File: src/design/knnsd_pkg.sv
// Shared types, widths and constants of the k-nearest-neighbor classifier.
`default_nettype none

package knnsd_pkg;

  // Fixed field and register widths
  localparam int PIXEL_W = 8;
  localparam int LABEL_W = 4;
  localparam int DIST_W  = 27;
  localparam int SQ_W    = 16;
  localparam int K_W     = 5;
  localparam int LEN_W   = 11;
  localparam int CNT_W   = 5;

  localparam logic [DIST_W-1:0] DIST_MAX = '1;

  // Parameter defaults
  localparam int VECTOR_MAX_DEF  = 1024;
  localparam int K_MAX_DEF       = 16;
  localparam int CLASS_COUNT_DEF = 10;

  // Register reset values
  localparam logic [K_W-1:0]   K_RESET   = 5'd1;
  localparam logic [LEN_W-1:0] LEN_RESET = 11'd784;

  // Register indexes
  localparam logic REG_K_NEIGHBORS   = 1'b0;
  localparam logic REG_VECTOR_LENGTH = 1'b1;

  // Request codes
  typedef enum logic [1:0] {
    ACT_LOAD     = 2'd0,
    ACT_TRAIN    = 2'd1,
    ACT_CLASSIFY = 2'd2
  } action_t;

  // One slot of the sorted list, also the insert request
  typedef struct packed {
    logic               valid;
    logic [DIST_W-1:0]  distance;
    logic [LABEL_W-1:0] label;
  } entry_t;

  // Pixel request into the distance pipeline
  typedef struct packed {
    logic               load;
    logic               train;
    logic [PIXEL_W-1:0] pixel;
    logic [LABEL_W-1:0] label;
  } pix_req_t;

  // Classify sequencer states
  typedef enum logic [2:0] {
    ST_IDLE,
    ST_DRAIN,
    ST_SCAN,
    ST_PICK,
    ST_DONE
  } vote_state_t;

endpackage

`default_nettype wire

File: src/design/knnsd_vote.sv
// Classify sequencer: scans the chain head, counts votes, picks the class.
`default_nettype none

module knnsd_vote #(
  parameter int K_MAX       = knnsd_pkg::K_MAX_DEF,
  parameter int CLASS_COUNT = knnsd_pkg::CLASS_COUNT_DEF
) (
  input  logic                            clk,
  input  logic                            rst,
  input  logic                            start,
  input  logic [knnsd_pkg::LABEL_W-1:0]   truth,
  input  logic                            drained,
  input  logic [knnsd_pkg::K_W-1:0]       k_reg,
  input  knnsd_pkg::entry_t               head,
  output logic                            scan,
  output logic                            busy,
  output logic                            out_valid,
  input  logic                            out_stall,
  output logic [knnsd_pkg::LABEL_W-1:0]   predicted_class,
  output logic [knnsd_pkg::CNT_W-1:0]     vote_count,
  output logic                            matches_truth,
  output logic [knnsd_pkg::CNT_W-1:0]     neighbours_used
);
  import knnsd_pkg::*;

  localparam int VW = $clog2(K_MAX + 1);
  localparam int KC = (VW > K_W) ? VW : K_W;
  localparam int JW = (K_MAX > 1) ? $clog2(K_MAX) : 1;
  localparam int CW = $clog2(CLASS_COUNT);

  vote_state_t        state;
  vote_state_t        state_next;
  logic               load;
  logic [KC-1:0]      eff_k;
  logic               hit;
  logic               last_j;
  logic               last_c;

  logic [LABEL_W-1:0] truth_q;
  logic [JW-1:0]      j;
  logic [VW-1:0]      used;
  logic [VW-1:0]      votes [CLASS_COUNT];
  logic [CW-1:0]      cidx;
  logic [LABEL_W-1:0] best;
  logic [VW-1:0]      best_v;

  // Effective k: zero acts as one, clamp to chain length
  always_comb begin
    if (k_reg == '0) begin
      eff_k = KC'(1);
    end else if (KC'(k_reg) > KC'(K_MAX)) begin
      eff_k = KC'(K_MAX);
    end else begin
      eff_k = KC'(k_reg);
    end
  end

  assign hit    = head.valid && (KC'(j) < eff_k);
  assign last_j = KC'(j) == KC'(K_MAX - 1);
  assign last_c = cidx == CW'(CLASS_COUNT - 1);

  // State register
  always_ff @(posedge clk) begin
    if (rst) begin
      state <= ST_IDLE;
    end else begin
      state <= state_next;
    end
  end

  // Next state and controls
  always_comb begin
    state_next = state;
    scan       = 1'b0;
    load       = 1'b0;
    case (state)
      ST_IDLE: begin
        if (start) begin
          state_next = ST_DRAIN;
        end
      end
      ST_DRAIN: begin
        if (drained) begin
          state_next = ST_SCAN;
        end
      end
      ST_SCAN: begin
        scan = 1'b1;
        if (last_j) begin
          state_next = ST_PICK;
        end
      end
      ST_PICK: begin
        if (last_c) begin
          state_next = ST_DONE;
        end
      end
      ST_DONE: begin
        if (!out_valid || !out_stall) begin
          load       = 1'b1;
          state_next = ST_IDLE;
        end
      end
      default: begin
        state_next = ST_IDLE;
      end
    endcase
  end

  assign busy = state != ST_IDLE;

  // Vote counters, one lane per class
  always_ff @(posedge clk) begin
    for (int c = 0; c < CLASS_COUNT; c++) begin
      if (start && state == ST_IDLE) begin
        votes[c] <= '0;
      end else if (scan && hit && head.label == LABEL_W'(c)) begin
        votes[c] <= votes[c] + VW'(1);
      end
    end
  end

  // Scan and pick counters
  always_ff @(posedge clk) begin
    if (start && state == ST_IDLE) begin
      truth_q <= truth;
      j       <= '0;
      used    <= '0;
      cidx    <= '0;
      best    <= '0;
      best_v  <= '0;
    end else if (scan) begin
      j <= last_j ? '0 : j + JW'(1);
      if (hit) begin
        used <= used + VW'(1);
      end
    end else if (state == ST_PICK) begin
      // strict compare keeps the lowest class on ties
      if (votes[cidx] > best_v) begin
        best   <= LABEL_W'(cidx);
        best_v <= votes[cidx];
      end
      cidx <= last_c ? '0 : cidx + CW'(1);
    end
  end

  // Output register
  always_ff @(posedge clk) begin
    if (rst) begin
      out_valid <= 1'b0;
    end else if (load) begin
      out_valid <= 1'b1;
    end else if (out_valid && !out_stall) begin
      out_valid <= 1'b0;
    end
    if (load) begin
      predicted_class <= best;
      vote_count      <= CNT_W'(best_v);
      matches_truth   <= best == truth_q;
      neighbours_used <= CNT_W'(used);
    end
  end

`ifndef SYNTHESIS
  a_chain_empty: assert property (@(posedge clk) disable iff (rst)
    (state == ST_PICK) |-> !head.valid)
    else $error("neighbor chain not empty after scan");
  a_votes_bound: assert property (@(posedge clk) disable iff (rst)
    (state == ST_DONE) |-> (best_v <= used))
    else $error("vote count above neighbors used");
`endif

endmodule

`default_nettype wire

File: config.mk
export PLATFORM = sky130hd
export DESIGN_NAME = knnsd_vote
export DESIGN_NICKNAME = d
export VERILOG_FILES = /design/src/design/knnsd_pkg.sv /design/src/design/knnsd_vote.sv
export SDC_FILE = /design/constraint.sdc
export NUM_CORES = 1
export LEC_CHECK = 0
export ABC_AREA = 1
export BUFFER_PORTS_ARGS = -buffer_cell sky130_fd_sc_hd__buf_2
export CAP_MARGIN = 30
export CORE_ASPECT_RATIO = 2
export CORE_MARGIN = 2
export CORE_UTILIZATION = 40
export DETAILED_ROUTE_END_ITERATION = 7
export SLEW_MARGIN = 20
export SYNTH_ARGS = -nofsm -noshare
export SYNTH_HDL_FRONTEND = slang
export SYNTH_SLANG_ARGS = --single-unit
File: constraint.sdc
create_clock -name clk -period 3.3 [get_ports clk]
set_clock_uncertainty 0.2 [all_clocks]
set_input_delay 0.66 -clock clk [delete_from_list [all_inputs] [get_ports clk]]
set_output_delay 0.66 -clock clk [all_outputs]
set_load 0.02 [all_outputs]
==> results of run 1 <==
-- per-stage QoR --
stage                     utilization, %  std cells  hold WS, ns  cell area, sq um
after CTS                           45.9        785        0.244              5970
after detailed placement            43.7        769        0.226              5680
after floorplan                        -        588        0.208              5330
final                               46.0        785        0.240              5970
after global routing                46.0        785        0.253              5970
after global placement              43.7        769        0.216              5680
-- sequential cells by signal (all words and copies together), names as in the netlist, named ones only --
| register | count |
|---|---|
| out_valid | 1 |
| best | 4 |
| used | 5 |
| truth_q | 4 |
| j | 4 |
| predicted_class | 4 |
| cidx | 4 |
| votes | 50 |
| state | 3 |
| matches_truth | 1 |
| vote_count | 5 |
| best_v | 5 |
| neighbours_used | 5 |
-- cell type report --
class / instances / area share, %
inverters: 82 / 5.43
well taps: 152 / 3.19
flip-flops and latches: 99 / 44.8
clock buffers: 9 / 3.77
clock inverters: 7 / 1.03
repair buffers: 39 / 3.39
multi-input cells: 397 / 38.4
-- how the worst min path moves through the flow --
| stage | startpoint | endpoint | slack (ns) | cells past startpoint |
|---|---|---|---|---|
| 6_report | best_v[2] | vote_count[2] | 0.24 | 0 |
| 5_1_grt | best_v[2] | vote_count[2] | 0.25 | 0 |
| 4_1_cts | best_v[2] | vote_count[2] | 0.24 | 0 |
| 3_5_place_dp | best_v[2] | vote_count[2] | 0.23 | 0 |
| 3_3_place_gp | best_v[2] | vote_count[2] | 0.22 | 0 |
| 2_1_floorplan | best_v[1] | vote_count[1] | 0.21 | 0 |
-- cells by family after synthesis --
group | synth area share, %
AO/OA/AOI/OAI | 4.27
adder cells (fa/ha/maj) | 4.70
AND/OR/NAND/NOR | 28.3
buffers and inverters | 6.81
XOR/XNOR | 5.75
flip-flops | 50.2
-- layer usage --
layer | vias up | wire [um]
li1 | 1991 | -
met1 | 1762 | 3780
met2 | 78 | 5930
met3 | 33 | 340
met4 | 0 | 500
met5 | - | 0
-- power by group --
| part | total (mW) | switching (mW) | internal (mW) |
|---|---|---|---|
| sequential | 1.86 | 0.221 | 1.64 |
| combinational | 1.23 | 0.815 | 0.412 |
| clock | 1.01 | 0.483 | 0.524 |
| total | 4.10 | 1.52 | 2.58 |
-- critical path: stages, from the launching register on --
cell and delay (ns):
dfxtp_2 0.47, clkinvlp_4 0.25, nand3_1 0.14, nand3_1 0.14, nand3_1 0.20, nand2_1 0.08
ha_1 0.28, nand2_1 0.05, nor2_1 0.16, nand2_1 0.07, nand3_1 0.09, nand2_2 0.16
inv_2 0.20, nand3_1 0.12, nand2_1 0.07, inv_1 0.04
-- synth_stat cells (all sizes together) --
| cell type | instances |
|---|---|
| inv | 80 |
| nand3 | 77 |
| nand4 | 1 |
| or2 | 2 |
| clkbuf | 6 |
| o211a | 1 |
| nor3 | 1 |
| dfxtp | 30 |
| o21ai | 15 |
| xnor2 | 14 |
| a221oi | 1 |
| clkinv | 2 |
| nor2 | 98 |
| a211oi | 2 |
| xor2 | 21 |
| edfxtp | 69 |
| a21oi | 23 |
| buf | 4 |
| nand2 | 121 |
| ha | 20 |
-- placed cells by master, fill, tap and decap left out, types with 4 or more instances in the layout --
| master | Yosys | routed |
|---|---|---|
| xor2_1 | 21 | 21 |
| dfxtp_1 | 30 | 29 |
| nor2_2 | 43 | 43 |
| xnor2_1 | 14 | 14 |
| nand3_1 | 68 | 68 |
| nand2_1 | 116 | 116 |
| buf_2 | 4 | 36 |
| edfxtp_1 | 69 | 69 |
| inv_1 | 73 | 73 |
| nand3_4 | 9 | 9 |
| nand2_2 | 4 | 4 |
| o21ai_1 | 12 | 12 |
| nor2_1 | 52 | 52 |
| inv_2 | 6 | 6 |
| clkbuf_16 | 0 | 9 |
| ha_1 | 20 | 20 |
| a21oi_1 | 22 | 22 |
==> flow_summary.yaml, run 1 <==
route:
  vias: 3864
  viasPerCell: 4.92
  drc: 0
  drtIter0Drc: 182
  firstDrtPassIters: 4
  post_drt_wl_per_cell_um: 13.4
  drtAntennaViolNets: 0
  postRouteWirelength_mm: 10.6
timing:
  min_period_over_period_pct: 85.1
  max_freq_ghz: 0.356
  slew_headroom_pct: 63.8
  setup_tns_ns: 0
  tightest_slew_ns: 0.541
  setup_viol: 0
  final_hold_viol_count: 0
  setup_ws_ns: 0.493
  rsz0062_at_grt: "no"
  period_minus_slack_ns: 2.81
  slew_violations: 0
clock_tree:
  clock_sinks: 99
  ctsHoldBuffers: 0
  cts_setup_buffers: 0
  clk_pin_slew_ns: 0.07
  post_cts_resize_count: 0
  cts-root-buf: "clkbuf_16"
  clkLatencyLatePin_ns: 0.35
  ctsLongestPathBuffers: 2
  numCtsBuffers: 9
  cts_tree: "done"
  ctsHtreeMaxLevel: 3
critical_path:
  worstPathRequired_ns: 3.35
  worstRegToRegCells: 15
  arrival_ns: 2.86
  timing.rr.end: "best_v[3]"
  cp-start-kind: "flip-flop"
  endpoint_kind: "flip-flop"
  rrSetupSlack_ns: 0.49
  path_class: "flip-flop to flip-flop"
  crit_end: "best_v[3]"
  cp_max_fo: 11
floorplan:
  row_count: 59
  io_pins: 64
  coreArea_sq_um: 13000
  die_w_um: 85.6
  start_util_pct: 41.0
  die_area_sq_um: 14300
  die_h_um: 167
global_routing:
  antenna_found_initial: 0
  grt_busiest_layer: "met2"
  grt.overflow.total: 0
  grt_use_met2_pct: 30.0
  met1_usage_pct: 15.4
  grt_max_degree: 26
  grt_pass1_wl_mm: 17.9
  grt_use_total_pct: 15.9
  grt_pass1_vias: 3917
  grt_use_met3_pct: 2.96
yosys:
  yosysUniqueCellTypes: 30
  synth.largest_area_cell: "edfxtp_1"
  synth_fp_nets: 654
  syn_inst: 588
  postSynthAreaPerCell_sq_um: 9.06
  synthTopCellsByArea: "edfxtp_1 39%, dfxtp_1 11%, nand2_1 8.2%"
  ys_warn_count: 0
  synth_area_sq_um: 5330
  synth_seq_cells: 99
  yosysSeqAreaShare_pct: 50.2
  synth_top_area_share_pct: 38.9
cells_and_area:
  final_layout_size_suffix_gt1_share_pct: 20.1
  seqCellArea_sq_um: 2670
  n_antenna_cell: 0
  nFillCells: 1270
  synthToLayoutAreaGrowth_pct: 12.0
  nets: 694
  multiInputGateArea_sq_um: 2290
worst_hold_path:
  hp-class: "flip-flop to flip-flop"
power:
  power.density_nw_per_um2: 686
  ir_worst_vdd_uv: 438
  total_power_mw: 4.10
  power_leakage_nw: 2.45
placement:
  hpwl_mm: 8.14
  place_congestion: 0.856
  pre_cts_ws_ns: 0.270
  port_buffers: 36
job:
  drv_cap: 0
outcome:
  status: "finished clean"
No activity file was read; power rests on OpenSTA's default activity.
==> run 2, diff against run 1 <==
--- a/config.mk
+++ b/config.mk
@@ -12,6 +12,7 @@
 export CORE_MARGIN = 2
 export CORE_UTILIZATION = 40
 export DETAILED_ROUTE_END_ITERATION = 7
+export GPL_TIMING_DRIVEN = 0
 export SLEW_MARGIN = 20
 export SYNTH_ARGS = -nofsm -noshare
 export SYNTH_HDL_FRONTEND = slang
==> run 2 against run 1 <==
Effect of this change:
- cell count rose by 0.89%
- critical path depth increased by 3
- maximum frequency is 5.9% lower
- worst setup slack worse by 0.17 ns
- sequential share of layout area is 0.30 points lower
- final area grew 0.63%
- die area stayed put
- clock-buffer cell count rose by 2
- via count decreased by 0.57%
- combinational power about the same
- utilization is 0.29 points higher
- highest routed layer unchanged
==> flow_summary.yaml, run 2 (synthesized netlist as in run 1, its figures left out) <==
outcome:
  status: "finished clean"
floorplan:
  row_count: 59
  coreArea_sq_um: 13000
  io_pins: 64
  die_area_sq_um: 14300
  die_w_um: 85.6
  start_util_pct: 41.0
  die_h_um: 167
clock_tree:
  ctsHtreeMaxLevel: 3
  numCtsBuffers: 9
  cts_tree: "done"
  cts_setup_buffers: 0
  clk_pin_slew_ns: 0.07
  clkLatencyLatePin_ns: 0.35
  cts-root-buf: "clkbuf_16"
  ctsLongestPathBuffers: 2
  clock_sinks: 99
global_routing:
  grt_max_degree: 18
  antenna_found_initial: 0
  grt_use_total_pct: 15.8
  grt_pass1_vias: 3828
  grt.overflow.total: 0
  grt_pass1_wl_mm: 17.7
timing:
  setup_viol: 0
  final_hold_viol_count: 0
  setup_ws_ns: 0.319
  period_minus_slack_ns: 2.98
  slew_violations: 0
  min_period_over_period_pct: 90.3
  setup_tns_ns: 0
  tightest_slew_ns: 0.840
  rsz0062_at_grt: "no"
  max_freq_ghz: 0.335
  slew_headroom_pct: 43.9
worst_hold_path:
  hp-class: "flip-flop to flip-flop"
  holdPathStages: 0
power:
  power.density_nw_per_um2: 689
  power_leakage_nw: 2.48
  ir_worst_vdd_uv: 367
placement:
  pre_cts_ws_ns: 0.214
  place_congestion: 0.881
  post-place-cells: 776
  hpwl_mm: 8.34
  port_buffers: 36
  dpl_cell_area_sq_um: 5700
cells_and_area:
  nets: 701
  final_layout_size_suffix_gt1_share_pct: 20.2
  synthToLayoutAreaGrowth_pct: 12.7
  seqCellArea_sq_um: 2670
  nFillCells: 1265
  largest_register_ffs: 50
  multiInputGateArea_sq_um: 2300
  fin_area_sq_um: 6010
  mostFrequentLayoutCell: "nand2_1"
  fin_cells: 792
  n_antenna_cell: 0
  final_cell_mix: "116 x nand2_1, 73 x inv_1, 69 x edfxtp_1"
  largest-register: "votes"
route:
  firstDrtPassIters: 4
  vias: 3842
  postRouteWirelength_mm: 10.5
  post_drt_wl_per_cell_um: 13.2
  drtIter0Drc: 143
  drc: 0
  viasPerCell: 4.85
  drtAntennaViolNets: 0
critical_path:
  rrSetupSlack_ns: 0.32
  worstRegToRegCells: 18
  endpoint_kind: "flip-flop"
  arrival_ns: 3.03
  cp-start-kind: "flip-flop"
  timing.rr.end: "best_v[3]"
  worstPathRequired_ns: 3.35
  path_class: "flip-flop to flip-flop"
  crit_end: "best_v[3]"
  cp_max_fo: 10
job:
  drv_cap: 0
run 2: how the worst min path moves through the flow:
stage | endpoint | start
after global routing | vote_count[1] | best_v[1]
after global placement | vote_count[2] | best_v[2]
after CTS | vote_count[1] | best_v[1]
final | vote_count[1] | best_v[1]
after detailed placement | vote_count[1] | best_v[1]
after floorplan | vote_count[1] | best_v[1]
run 2: final cells by class:
| type | instances | share of cell area, % |
|---|---|---|
| clock inverter | 5 | 0.666 |
| inverter | 82 | 5.33 |
| timing repair buffer | 36 | 3.00 |
| clock buffer | 11 | 4.39 |
| tap | 152 | 3.17 |
| buffer | 10 | 0.750 |
| multi-input combinational | 397 | 38.2 |
| sequential | 99 | 44.5 |
run 2: where the power goes:
part,total [mW],internal (mW),switching [mW]
Clock,1.05,0.584,0.466
Sequential,1.86,1.64,0.219
Combinational,1.23,0.418,0.813
run 2: per-layer routing:
layer | GRT usage, % | vias up | wire length, um
met4 | 8.14 | 0 | 355
met2 | 29.9 | 67 | 5910
li1 | - | 2007 | -
met3 | 2.51 | 20 | 304
met5 | 0 | - | 0
met1 | 16.1 | 1748 | 3920
run 2: what timing repair did:
action                     4_1_cts  5_1_grt
setup endpoints to repair        0        1
hold buffers                     0        0
gates resized for setup          0        4
run 2: per-stage QoR:
stage	util, %	power [mW]	hold WS (ns)
CTS	46.2	4.19	0.244
global placement	43.9	3.10	0.217
global route	46.2	4.45	0.249
finish	46.2	4.14	0.239
floorplan	-	2.79	0.208
detailed placement	43.9	3.13	0.227
run 2: worst max-delay path, cell delays in order (launching register included):
cell	delay (ns)
dfxtp_1	0.30
buf_2	0.16
inv_2	0.11
clkbuf_1	0.38
nand2_1	0.09
nand3_1	0.09
nand3_1	0.08
nand3_1	0.12
nand2_1	0.08
ha_1	0.30
nand2_1	0.07
nor2_1	0.17
nand2_1	0.07
nand3_1	0.08
nand2_2	0.15
inv_2	0.20
nand3_1	0.11
nand2_1	0.07
inv_1	0.04
